### config.mk
export PLATFORM = sky130hd
export DESIGN_NAME = indexed_list_insert_remove_core
export DESIGN_NICKNAME = d
export VERILOG_FILES = /design/src/ilir_pkg.sv /design/src/indexed_list_insert_remove_core.sv /design/src/ilir_ctrl.sv /design/src/ilir_dp.sv
export VERILOG_INCLUDE_DIRS = /design/src /design/src/src
export SDC_FILE = /design/constraint.sdc
export NUM_CORES = 2
export LEC_CHECK = 0
export BUFFER_PORTS_ARGS = -buffer_cell sky130_fd_sc_hd__buf_2
export CAP_MARGIN = 20
export CORE_MARGIN = 3
export CORE_UTILIZATION = 40
export CTS_CLUSTER_SIZE = 10
export DETAILED_ROUTE_END_ITERATION = 8
export GPL_TIMING_DRIVEN = 1
export HOLD_SLACK_MARGIN = 0.05
export PLACE_DENSITY_LB_ADDON = 0.05
export SYNTH_ARGS = -nofsm -noshare
export SYNTH_HDL_FRONTEND = slang
export SYNTH_SLANG_ARGS = --single-unit
### constraint.sdc
create_clock -name clk_i -period 15.84 [get_ports clk_i]
set_input_delay 2.376 -clock clk_i [delete_from_list [all_inputs] [get_ports clk_i]]
set_output_delay 2.376 -clock clk_i [all_outputs]
set_load 0.005 [all_outputs]
### src/indexed_list_insert_remove_core_assert.svh
// ----------------------------------------------------------------------------
// indexed_list_insert_remove_core_assert
// Assertion macros used by the indexed list datapath (ilir_dp).
// ----------------------------------------------------------------------------
`ifndef INDEXED_LIST_INSERT_REMOVE_CORE_ASSERT_SVH
`define INDEXED_LIST_INSERT_REMOVE_CORE_ASSERT_SVH

// Checked on every rising edge, switched off while reset is asserted.
`define ILIR_ASSERT(name, clk, rst_n, prop, msg) \
  name: assert property (@(posedge clk) disable iff (!rst_n) prop) else $error(msg);

// Checked on every rising edge, reset included.
`define ILIR_ASSERT_ALWAYS(name, clk, prop, msg) \
  name: assert property (@(posedge clk) prop) else $error(msg);

`endif

### src/ilir_pkg.sv
// ----------------------------------------------------------------------------
// ilir_pkg
// Shared types and constants of the indexed list block.
// ----------------------------------------------------------------------------
`default_nettype none

package ilir_pkg;

  localparam int unsigned CAPACITY_DEF   = 64;
  localparam int unsigned DATA_WIDTH_DEF = 32;

  // fixed port widths
  localparam int unsigned ACT_W = 2;
  localparam int unsigned POS_W = 7;
  localparam int unsigned VAL_W = 32;
  localparam int unsigned ENT_W = 7;

  typedef enum logic [ACT_W-1:0] {
    ACT_GET    = 2'd0,
    ACT_SET    = 2'd1,
    ACT_INSERT = 2'd2,
    ACT_REMOVE = 2'd3
  } action_e;

  // controller -> datapath
  typedef struct packed {
    logic load;      // capture request beat
    logic rd_pos;    // read entry at position
    logic rd_shift;  // read neighbor of shift index
    logic wr_shift;  // write read data at shift index
    logic wr_pos;    // write item value at position
    logic idx_step;  // advance shift index
    logic cnt_inc;
    logic cnt_dec;
    logic finish;    // load result register
  } ilir_cmd_t;

  // datapath -> controller
  typedef struct packed {
    action_e act;
    logic    ok;        // request is legal
    logic    more;      // shift loop not yet done
    logic    out_free;  // result register can take a beat
  } ilir_sts_t;

endpackage

`default_nettype wire

### src/indexed_list_insert_remove_core.sv
// ----------------------------------------------------------------------------
// indexed_list_insert_remove_core
// Ordered list of signed words with get, set, insert and remove at a position.
// ----------------------------------------------------------------------------
// Usage:
//   Request channel (in_valid_i/in_ready_o) carries action_i, position_i and
//   item_value_i; result channel (out_valid_o/out_ready_i) returns one beat
//   per request: read_value_o, success_o, entries_now_o.
//   One request is worked on at a time. With n = entries before the request
//   and p = position: a get reads the entry at p, then registers the result;
//   a set, or a rejected request, registers the result directly. Insert moves
//   the n - p entries from p up by one, remove moves those above p down by one.
//   Each moved entry costs a memory read then a memory write; the next
//   request is accepted the cycle after the result is registered.
//   The result register lets a new request be accepted while the previous
//   result waits; if the receiver stalls, the next result waits in the
//   controller until the register frees, with in_ready_o low meanwhile.
//   Reset empties the list (count zero) at once; entry RAM is not cleared,
//   it is only ever read below the count, so no clearing pass is needed.
// ----------------------------------------------------------------------------
`default_nettype none

module indexed_list_insert_remove_core #(
  parameter int unsigned CAPACITY   = ilir_pkg::CAPACITY_DEF,
  parameter int unsigned DATA_WIDTH = ilir_pkg::DATA_WIDTH_DEF
) (
  input  wire logic                              clk_i,
  input  wire logic                              rst_ni,
  input  wire logic                              in_valid_i,
  output logic                                   in_ready_o,
  input  wire logic [ilir_pkg::ACT_W-1:0]        action_i,
  input  wire logic [ilir_pkg::POS_W-1:0]        position_i,
  input  wire logic signed [ilir_pkg::VAL_W-1:0] item_value_i,
  output logic                                   out_valid_o,
  input  wire logic                              out_ready_i,
  output logic signed [ilir_pkg::VAL_W-1:0]      read_value_o,
  output logic                                   success_o,
  output logic [ilir_pkg::ENT_W-1:0]             entries_now_o
);

  // controller <-> datapath
  ilir_pkg::ilir_cmd_t cmd;
  ilir_pkg::ilir_sts_t sts;

  // sequencer: accept, shift loop, result issue
  ilir_ctrl u_ctrl (
    .clk_i      (clk_i),
    .rst_ni     (rst_ni),
    .in_valid_i (in_valid_i),
    .in_ready_o (in_ready_o),
    .sts_i      (sts),
    .cmd_o      (cmd)
  );

  // entry RAM, count, shift index, result register
  ilir_dp #(
    .CAPACITY   (CAPACITY),
    .DATA_WIDTH (DATA_WIDTH)
  ) u_dp (
    .clk_i         (clk_i),
    .rst_ni        (rst_ni),
    .action_i      (action_i),
    .position_i    (position_i),
    .item_value_i  (item_value_i),
    .cmd_i         (cmd),
    .sts_o         (sts),
    .out_ready_i   (out_ready_i),
    .out_valid_o   (out_valid_o),
    .read_value_o  (read_value_o),
    .success_o     (success_o),
    .entries_now_o (entries_now_o)
  );

endmodule

`default_nettype wire

### src/ilir_ctrl.sv
// ----------------------------------------------------------------------------
// ilir_ctrl
// Request sequencer: accepts a beat, walks the shift loop, issues the result.
// ----------------------------------------------------------------------------
`default_nettype none

module ilir_ctrl (
  input  wire logic                clk_i,
  input  wire logic                rst_ni,
  input  wire logic                in_valid_i,
  output logic                     in_ready_o,
  input  wire ilir_pkg::ilir_sts_t sts_i,
  output ilir_pkg::ilir_cmd_t      cmd_o
);

  typedef enum logic [1:0] {
    ST_IDLE,
    ST_EXEC,
    ST_SHIFT,
    ST_GET
  } state_e;

  state_e state_q, state_d;
  logic   in_ready_q;

  always_comb begin
    cmd_o   = '0;
    state_d = state_q;
    case (state_q)
      ST_IDLE: begin
        if (in_valid_i && in_ready_q) begin
          cmd_o.load = 1'b1;
          state_d    = ST_EXEC;
        end
      end
      ST_EXEC: begin
        if (!sts_i.ok) begin
          if (sts_i.out_free) begin
            cmd_o.finish = 1'b1;
            state_d      = ST_IDLE;
          end
        end else begin
          case (sts_i.act)
            ilir_pkg::ACT_GET: begin
              cmd_o.rd_pos = 1'b1;
              state_d      = ST_GET;
            end
            ilir_pkg::ACT_SET: begin
              if (sts_i.out_free) begin
                cmd_o.wr_pos = 1'b1;
                cmd_o.finish = 1'b1;
                state_d      = ST_IDLE;
              end
            end
            ilir_pkg::ACT_INSERT: begin
              if (sts_i.more) begin
                cmd_o.rd_shift = 1'b1;
                state_d        = ST_SHIFT;
              end else if (sts_i.out_free) begin
                cmd_o.wr_pos  = 1'b1;
                cmd_o.cnt_inc = 1'b1;
                cmd_o.finish  = 1'b1;
                state_d       = ST_IDLE;
              end
            end
            default: begin
              if (sts_i.more) begin
                cmd_o.rd_shift = 1'b1;
                state_d        = ST_SHIFT;
              end else if (sts_i.out_free) begin
                cmd_o.cnt_dec = 1'b1;
                cmd_o.finish  = 1'b1;
                state_d       = ST_IDLE;
              end
            end
          endcase
        end
      end
      ST_SHIFT: begin
        cmd_o.wr_shift = 1'b1;
        cmd_o.idx_step = 1'b1;
        state_d        = ST_EXEC;
      end
      ST_GET: begin
        if (sts_i.out_free) begin
          cmd_o.finish = 1'b1;
          state_d      = ST_IDLE;
        end
      end
      default: begin
        state_d = ST_IDLE;
      end
    endcase
  end

  always_ff @(posedge clk_i or negedge rst_ni) begin
    if (!rst_ni) begin
      state_q    <= ST_IDLE;
      in_ready_q <= 1'b1;
    end else begin
      state_q    <= state_d;
      in_ready_q <= (state_d == ST_IDLE);
    end
  end

  assign in_ready_o = in_ready_q;

endmodule

`default_nettype wire

### src/ilir_dp.sv
// ----------------------------------------------------------------------------
// ilir_dp
// Entry memory, entry count, shift index and result register.
// ----------------------------------------------------------------------------
`default_nettype none

`include "indexed_list_insert_remove_core_assert.svh"

module ilir_dp #(
  parameter int unsigned CAPACITY   = ilir_pkg::CAPACITY_DEF,
  parameter int unsigned DATA_WIDTH = ilir_pkg::DATA_WIDTH_DEF
) (
  input  wire logic                              clk_i,
  input  wire logic                              rst_ni,
  input  wire logic [ilir_pkg::ACT_W-1:0]        action_i,
  input  wire logic [ilir_pkg::POS_W-1:0]        position_i,
  input  wire logic signed [ilir_pkg::VAL_W-1:0] item_value_i,
  input  wire ilir_pkg::ilir_cmd_t               cmd_i,
  output ilir_pkg::ilir_sts_t                    sts_o,
  input  wire logic                              out_ready_i,
  output logic                                   out_valid_o,
  output logic signed [ilir_pkg::VAL_W-1:0]      read_value_o,
  output logic                                   success_o,
  output logic [ilir_pkg::ENT_W-1:0]             entries_now_o
);

  localparam int unsigned AW   = $clog2(CAPACITY);
  localparam int unsigned CW   = $clog2(CAPACITY + 1);
  localparam int unsigned PW   = ilir_pkg::POS_W;
  localparam int unsigned VW   = ilir_pkg::VAL_W;
  localparam int unsigned EW   = ilir_pkg::ENT_W;
  localparam int unsigned CMPW = (CW > PW) ? CW : PW;
  localparam int unsigned DW   = DATA_WIDTH;

  logic [DW-1:0] mem [CAPACITY];

  ilir_pkg::action_e act_q;
  logic [PW-1:0]     pos_q;
  logic [DW-1:0]     val_q;
  logic              ok_q, ok_d;
  logic [CW-1:0]     idx_q;
  logic [CW-1:0]     cnt_q, cnt_d;
  logic [DW-1:0]     rdata_q;
  logic signed [DW-1:0] rdata_s;

  logic              out_valid_q;
  logic signed [VW-1:0] rv_q;
  logic              succ_q;
  logic [EW-1:0]     ent_q;

  logic              full;
  logic [CW-1:0]     shift_src;
  logic [AW-1:0]     rd_addr, wr_addr;
  logic [DW-1:0]     wr_data;
  logic              wr_en;
  logic              more;

  // legality of an incoming request
  assign full = (cnt_q == CW'(CAPACITY));
  always_comb begin
    case (action_i)
      ilir_pkg::ACT_INSERT: ok_d = (CMPW'(position_i) <= CMPW'(cnt_q)) && !full;
      default:              ok_d = (CMPW'(position_i) <  CMPW'(cnt_q));
    endcase
  end

  // insert walks down from the count, remove walks up from the position
  always_comb begin
    if (act_q == ilir_pkg::ACT_INSERT) begin
      more      = (CMPW'(idx_q) > CMPW'(pos_q));
      shift_src = idx_q - CW'(1);
    end else begin
      more      = ((idx_q + CW'(1)) < cnt_q);
      shift_src = idx_q + CW'(1);
    end
  end

  assign rd_addr = cmd_i.rd_pos ? AW'(pos_q) : shift_src[AW-1:0];
  assign wr_en   = cmd_i.wr_shift || cmd_i.wr_pos;
  assign wr_addr = cmd_i.wr_shift ? idx_q[AW-1:0] : AW'(pos_q);
  assign wr_data = cmd_i.wr_shift ? rdata_q : val_q;

  always_ff @(posedge clk_i) begin
    if (wr_en) begin
      mem[wr_addr] <= wr_data;
    end
    if (cmd_i.rd_pos || cmd_i.rd_shift) begin
      rdata_q <= mem[rd_addr];
    end
  end

  // request capture and shift index
  always_ff @(posedge clk_i) begin
    if (cmd_i.load) begin
      pos_q <= position_i;
      val_q <= DW'(item_value_i);
      idx_q <= (ilir_pkg::action_e'(action_i) == ilir_pkg::ACT_INSERT) ? cnt_q
                                                                        : CW'(position_i);
    end else if (cmd_i.idx_step) begin
      idx_q <= shift_src;
    end
  end

  always_comb begin
    cnt_d = cnt_q;
    if (cmd_i.cnt_inc) begin
      cnt_d = cnt_q + CW'(1);
    end else if (cmd_i.cnt_dec) begin
      cnt_d = cnt_q - CW'(1);
    end
  end

  always_ff @(posedge clk_i or negedge rst_ni) begin
    if (!rst_ni) begin
      act_q       <= ilir_pkg::ACT_GET;
      ok_q        <= 1'b0;
      cnt_q       <= '0;
      out_valid_q <= 1'b0;
    end else begin
      if (cmd_i.load) begin
        act_q <= ilir_pkg::action_e'(action_i);
        ok_q  <= ok_d;
      end
      cnt_q <= cnt_d;
      if (cmd_i.finish) begin
        out_valid_q <= 1'b1;
      end else if (out_ready_i) begin
        out_valid_q <= 1'b0;
      end
    end
  end

  assign rdata_s = rdata_q;

  // result register
  always_ff @(posedge clk_i) begin
    if (cmd_i.finish) begin
      if (act_q == ilir_pkg::ACT_GET) begin
        rv_q <= ok_q ? VW'(rdata_s) : '1;
      end else begin
        rv_q <= '0;
      end
      succ_q <= ok_q;
      ent_q  <= EW'(cnt_d);
    end
  end

  assign sts_o.act      = act_q;
  assign sts_o.ok       = ok_q;
  assign sts_o.more     = more;
  assign sts_o.out_free = !out_valid_q || out_ready_i;

  assign out_valid_o   = out_valid_q;
  assign read_value_o  = rv_q;
  assign success_o     = succ_q;
  assign entries_now_o = ent_q;

  `ILIR_ASSERT_ALWAYS(a_cnt_bound, clk_i, !rst_ni || (cnt_q <= CW'(CAPACITY)), "entry count above capacity")
  `ILIR_ASSERT(a_finish_free, clk_i, rst_ni, cmd_i.finish |-> (!out_valid_q || out_ready_i), "result overwritten")
  `ILIR_ASSERT(a_shift_range, clk_i, rst_ni, cmd_i.wr_shift |-> (idx_q < CW'(CAPACITY)), "shift write out of range")
  `ILIR_ASSERT(a_cnt_on_finish, clk_i, rst_ni, (cnt_q != $past(cnt_q)) |-> $past(cmd_i.finish), "count moved without a result")

endmodule

`default_nettype wire
# Yosys cells after proc, flatten, opt, wreduce, memory -nomap -nowiden
# Memories as Yosys holds them, arrays and structs flattened. A register that Yosys moved wholly into a read port is not among the register bits.
# Cells that the tools add are included.
# totals
reg_bits	100
ram_bits	2048
inputBits	45
out_inout_bits	42
word_cells	86
memories	1
# memory_table
name	depth	word_bits	rd	rd_clocked_by_memory_dff	wr	line_no	source
u_dp.mem	64	32	1	1	1	ilir_dp.sv:35	logic [DW-1:0] mem [CAPACITY];
# op_classes
n_addsub	4
magnitude_cmp	4
eq_ne	7
mux	44
reduce_logical	14
# ops
op	n
32-bit 2-to-1 mux	2
7-bit 2-to-1 mux	6
2-bit 2-to-1 mux	10
1-bit 2-to-1 mux	19
7-bit by 1-bit adder with 7-bit output (second input constant)	2
7-bit less-than comparator	2
7-bit by 1-bit subtractor with 7-bit output (second input constant)	2
6-bit 2-to-1 mux	2
2-bit equality test (second input constant)	4
2-bit case mux with 4 select lines	1
7-bit equality test (second input constant)	1
7-bit > comparator	1
7-bit less-or-equal comparator	1
2-bit zero test	3
2-bit by 1-bit equality test with 1-bit output (second input constant)	2
1-bit case mux with 2 select lines	2
2-bit case mux with 2 select lines	1
2-bit nonzero test	2
1-bit logical OR	3
1-bit case mux with 3 select lines	1
3-bit OR reduction	1
1-bit logical AND	2
1-bit zero test	2
2-bit OR reduction	1

# Logic depth before layout (Yosys ltp)
# depth
depth_word	10
mapped_depth	16
ltp_nobuf	11

# Modules after synthesis
# A second synthesis with hierarchy kept.
# hier_totals
cells_unflattened	4572
hier_area_um2	86753.2
# by_module_without_submodules
module	n_inst	cells_each	area_per_inst_um2
ilir_dp	1	4534	86407.9
ilir_ctrl	1	38	345.3

# Worst setup path after synthesis
# No wires, ideal clock.
# synth_timing
path_kind	register to register
start	register u_dp.idx_q[0]
end	register u_dp.rdata_q[0], read port of u_dp.mem (enable)
arrival_time_ns	4.803
required_time_ns	15.365
setup_slack_ns	10.563
path_stages_with_launch	11
synth_period_minus_slack_ns	5.277
path_cell_list	edfxtp_1 > buf_2 > inv_1 > ha_1 > ha_1 > a21boi_0 > o21a_1 > o211ai_1 > a21oi_1 > o41a_1 > o31ai_1
# synth_between
elab_chain_len	8
elab_cells_between_ends	12
classes_between	add/sub (2); order compare (2); mux (7); reduce/logical (1)
# synth_rtl
item	line_no	source
start, declared	ilir_dp.sv:41	logic [CW-1:0] idx_q;
start signal, assigned	ilir_dp.sv:97	idx_q <= (ilir_pkg::action_e'(action_i) == ilir_pkg::ACT_INSERT) ? cnt_q
start signal, assigned	ilir_dp.sv:100	idx_q <= shift_src;
7-bit by 1-bit adder with 7-bit output	ilir_dp.sv:73, ilir_dp.sv:74	
7-bit less-than comparator	ilir_dp.sv:73	more = ((idx_q + CW'(1)) < cnt_q);
1-bit 2-to-1 mux	ilir_dp.sv:69	if (act_q == ilir_pkg::ACT_INSERT) begin
1-bit 2-to-1 mux	ilir_ctrl.sv:56, ilir_ctrl.sv:67	
1-bit 2-to-1 mux	--	
2-bit 2-to-1 mux	ilir_ctrl.sv:37	if (!sts_i.ok) begin
2-bit 2-to-1 mux	ilir_ctrl.sv:29	case (state_q)
1-bit logical OR	ilir_dp.sv:87	if (cmd_i.rd_pos || cmd_i.rd_shift) begin
end, declared	ilir_dp.sv:43	logic [DW-1:0] rdata_q;
# Parallel ways exist; a longest one is shown, timed or not.
# A chain may end at the register's enable or synchronous reset.

# Worst setup path after layout
# layout_timing
start	register u_dp.ok_q
end	register u_dp.rdata_q[15], read port of u_dp.mem (data pin)
# layout_between
elab_chain_len	3
elab_cells_between_ends	4
classes_between	mux (3); reduce/logical (1)
# layout_rtl
item	line_no	source
start, declared	ilir_dp.sv:40	logic ok_q, ok_d;
start signal, assigned	ilir_dp.sv:122	ok_q <= ok_d;
2-bit 2-to-1 mux *	ilir_ctrl.sv:37	
2-bit 2-to-1 mux *	ilir_ctrl.sv:29	
6-bit 2-to-1 mux / 1-bit logical OR (equally long branches)	ilir_dp.sv:78, ilir_dp.sv:87	
# Every way passes the cells marked *; elsewhere a longest branch is shown, timed or not.

==> results.rst <==
.. list-table::
   :header-rows: 1

   * - Metric
     - Value
   * - Nets
     - 5489
   * - Worst Path Arrival
     - 6880 ps
   * - Share of power burned in registers
     - 0.326
   * - Syn_area_per_cell
     - 16.6 µm²
   * - Detail-routed via count per cell
     - 5.88
   * - Static leakage
     - 32.1 nW
   * - Power density normalized to cell area
     - 235 mW/mm²
   * - Area of the core
     - 0.213 mm²
   * - Area growth, synth to finish
     - 14.4%
   * - Post-route fraction of the period consumed by the critical path
     - 0.394
   * - IR drop worst, VDD
     - 268 µV
   * - Switching Power
     - 9.66 mW
   * - Area of all sequential standard cells
     - 0.0654 mm²
   * - Die Y-Extent
     - 469 µm
   * - Async S/R FF share, synth
     - 0.00642
   * - Number of synthesized flops with an enable pin
     - 2166
   * - Clock Latency Late Sink
     - 920 ps
   * - Die Area
     - 0.220 mm²
   * - Top area cells in the synthesized netlist
     - edfxtp_1 (76%), mux4_2 (6.3%), nand2_1 (4.4%)
   * - Synth Area in Adders
     - 0.00423
   * - Cell area after technology mapping
     - 0.0858 mm²
   * - Cells after Synth
     - 5172
   * - Headroom to the max-slew limit
     - -0.0237
   * - Most area-hungry cell type in the Yosys netlist
     - edfxtp_1
   * - Endpoint type of the worst setup path
     - register
   * - Number of max-capacitance violations reported
     - 0
   * - Vias in the first global route
     - 47800
   * - All-layer global routing usage
     - 0.255
   * - Post-synthesis mux area share
     - 0.0794
   * - Row count
     - 169
   * - Number of gates given a new drive strength after cts
     - 0
   * - Max incr delay on CP
     - 830 ps
   * - Largest family of logic cells by synthesized area
     - simple AND/OR/NAND/NOR gates
   * - Wire length of the first global-routing pass
     - 391000 µm
   * - Type of the worst setup path
     - reg -> reg
   * - Slew at the pin closest to its max-slew limit
     - 1540 ps
   * - Timing-limited maximum frequency
     - 160 MHz
   * - Number of different library cells in the post-synthesis netlist
     - 73
   * - TritonCTS clock tree
     - yes
   * - Int Power
     - 13.4 mW
   * - Pin count of the biggest net entering global routing
     - 138
   * - Fillers
     - 18500
   * - Clock Pin Slew Worst Setup and Hold Paths
     - 50 ps
   * - DRT Pass-1 Iters
     - 7
   * - Area fraction in and, or, nand and nor cells after synthesis
     - 0.0813
   * - Leading cell types by count after synthesis
     - edfxtp_1 (2166), nand2_1 (1004), nand3_1 (312)
   * - Detail-routed net length per standard cell
     - 33.8 µm
   * - Total of flip-flops plus latches after synthesis
     - 2180
   * - RSZ-0062 raised after global routing
     - false
   * - Area of the multi-input gates
     - 0.0196 mm²
   * - Number of antenna violations at the first check in global routing
     - 32
   * - Total Wirelength
     - 281000 µm
   * - Total of hold buffers inserted after clock tree synthesis
     - 0
   * - Sum of negative setup slack
     - 0 ps
   * - Count leader, synth
     - edfxtp_1
   * - Number of top-level design ports
     - 87
   * - Deepest clock path buffer count
     - 4
   * - Hold WC Path Type
     - reg -> reg
   * - Post-synthesis xor/xnor area fraction
     - 0.00182
   * - Final ANT Viol Nets
     - 0
   * - Finished Layout Cells
     - 8316
   * - Die Span X
     - 469 µm
   * - Clock Sink Count
     - 2180
   * - Number of H-tree branching levels
     - 5
   * - Via count
     - 48900
   * - # port buffers
     - 86
   * - Initial Utilization
     - 0.403
   * - Main flop type after synthesis
     - edfxtp_1
   * - Number of slew-limit violations in the final report
     - 4
   * - Share of the synthesized area in the top cell type
     - 0.758
   * - Required time of the critical path
     - 16490 ps
   * - Net switching fraction of the power
     - 0.418
   * - CTS Buf Count
     - 274
   * - Number of cells in the design after placement
     - 7958
   * - Count of synthesis-stage warnings from yosys
     - 0
   * - Routability congestion estimate from global placement
     - 0.833
   * - Hold Violations, Final
     - 0
   * - Post-detail-place hpwl
     - 155000 µm
   * - Buffers inserted during post-CTS setup optimization
     - 0
   * - Seq/Total Area, Yosys
     - 0.762
   * - Violation count after the first detailed-route iteration
     - 5971
   * - Share of total power in combinational logic
     - 0.443
   * - Series of cell instances along the critical path
     - buf_4 -> and4b_1 -> mux2i_4 -> buf_12 -> buf_4 -> buf_4 -> mux4_2 -> a22oi_1 -> nand4_1 -> and4_1
   * - # setup viols final
     - 0
   * - Synth Area in Compound Gates
     - 0.0499
   * - Mapped Nets
     - 5246
   * - Root Buffer
     - clkbuf_16
   * - Largest clock skew in the final design
     - 45.5 ps
   * - Grt ovf
     - 0
   * - Maximum fanout along the worst path
     - 137
   * - CP startpoint kind
     - register
   * - Slowest CP cell
     - and4b_1
   * - Outcome
     - finished, violations left
   * - Most frequent cell on the critical path
     - buf_4
   * - Drt drc
     - 0
   * - Shortest period the worst path allows
     - 6240 ps
   * - Proportion of power drawn by the clock network
     - 0.231
   * - Failing checks
     - slew limit
   * - Layout cell share with drive strength beyond 1
     - 0.180
power by group through the flow:
stage                     Sequential [mW]  Combinational (mW)  Clock (mW)
after global routing                 7.54                10.8        5.68
after floorplan                      7.67                5.93           0
final                                7.53                10.2        5.33
after detailed placement             7.65                10.3           0
after global placement               7.65                10.2           0
after CTS                            7.53                10.3        5.45
worst max-delay path: cells and delay by family (launching register included):
kind / cells / cell delay, ps
AOI/OAI and AO/OA: 1 / 250
buffers and inverters: 4 / 2350
and+or+nand+nor: 3 / 1830
muxes: 2 / 970
DFF: 1 / 320
registers in the layout, indices dropped and copies added (netlist names), 2 cells and up:
| signal | cells |
|---|---|
| u_dp.mem | 2048 |
| u_dp.rdata_q | 32 |
| u_dp.read_value_o | 32 |
| u_dp.val_q | 32 |
| u_dp.cnt_q | 7 |
| u_dp.entries_now_o | 7 |
| u_dp.idx_q | 7 |
| u_dp.pos_q | 7 |
| u_ctrl.state_q | 2 |
| u_dp.act_q | 2 |
through the flow:
step           setup slack (ps)  area [µm²]  hold slack [ps]   util  total power [mW]
4_1_cts                    9730       98000              642  0.461              23.3
3_5_place_dp               9770       90800              635  0.427              17.9
3_3_place_gp               9330       90600              635  0.426              17.8
5_1_grt                    9370       98100              681  0.461              24.0
6_report                   9600       98100              646  0.461              23.1
2_1_floorplan             10560       85800              420      -              13.6
layout by cell type (no fill, tap or decap), drive strengths merged, types with 101 or more instances in the layout:
cell       n
edfxtp  2166
nand2   1008
clkbuf   323
nand3    312
buf      286
mux4     239
a21oi    148
mux2i    140
a311oi   107
nor2     101
final timing paths:
path                                            from                            to  slack [ps]  cells past startpoint
max in group asynchronous                     rst_ni   u_ctrl.in_ready_o$_DFF_PN1_       14070                      1
min in group asynchronous                     rst_ni  u_dp.out_valid_o$_DFFE_PN0P_        1410                      1
min                        u_dp.act_q[1]$_DFFE_PN0P_     u_dp.act_q[1]$_DFFE_PN0P_         650                      2
min reg2reg                u_dp.act_q[1]$_DFFE_PN0P_     u_dp.act_q[1]$_DFFE_PN0P_         650                      2
max reg2reg                    u_dp.ok_q$_DFFE_PN0P_    u_dp.rdata_q[15]$_DFFE_PP_        9600                     10
max                            u_dp.ok_q$_DFFE_PN0P_    u_dp.rdata_q[15]$_DFFE_PP_        9600                     10
final cells by class:
class	instances	area share
Sequential cell	2180	0.667
Multi-Input combinational cell	2619	0.200
Clock buffer	323	0.0725
Tap cell	2821	0.0360
Timing Repair Buffer	286	0.0213
Inverter	54	0.00207
Clock inverter	19	0.00107
Antenna cell	14	0.000357
cell families after synthesis:
| group | after synthesis |
|---|---|
| compound gates | 598 |
| xor+xnor | 17 |
| fa+ha+maj | 29 |
| buf+inv | 373 |
| flops | 2180 |
| mux | 379 |
| simple gates | 1596 |
layer usage:
metal  track usage  vias to the layer above  wire, µm
met5             0                        -        39
met4        0.0632                        6      6160
met2         0.400                     1973    131000
met1         0.370                    26000    124000
met3        0.0439                      372     20000
li1              -                    20500         -
Note: power is estimated with default switching activity, not from simulation.
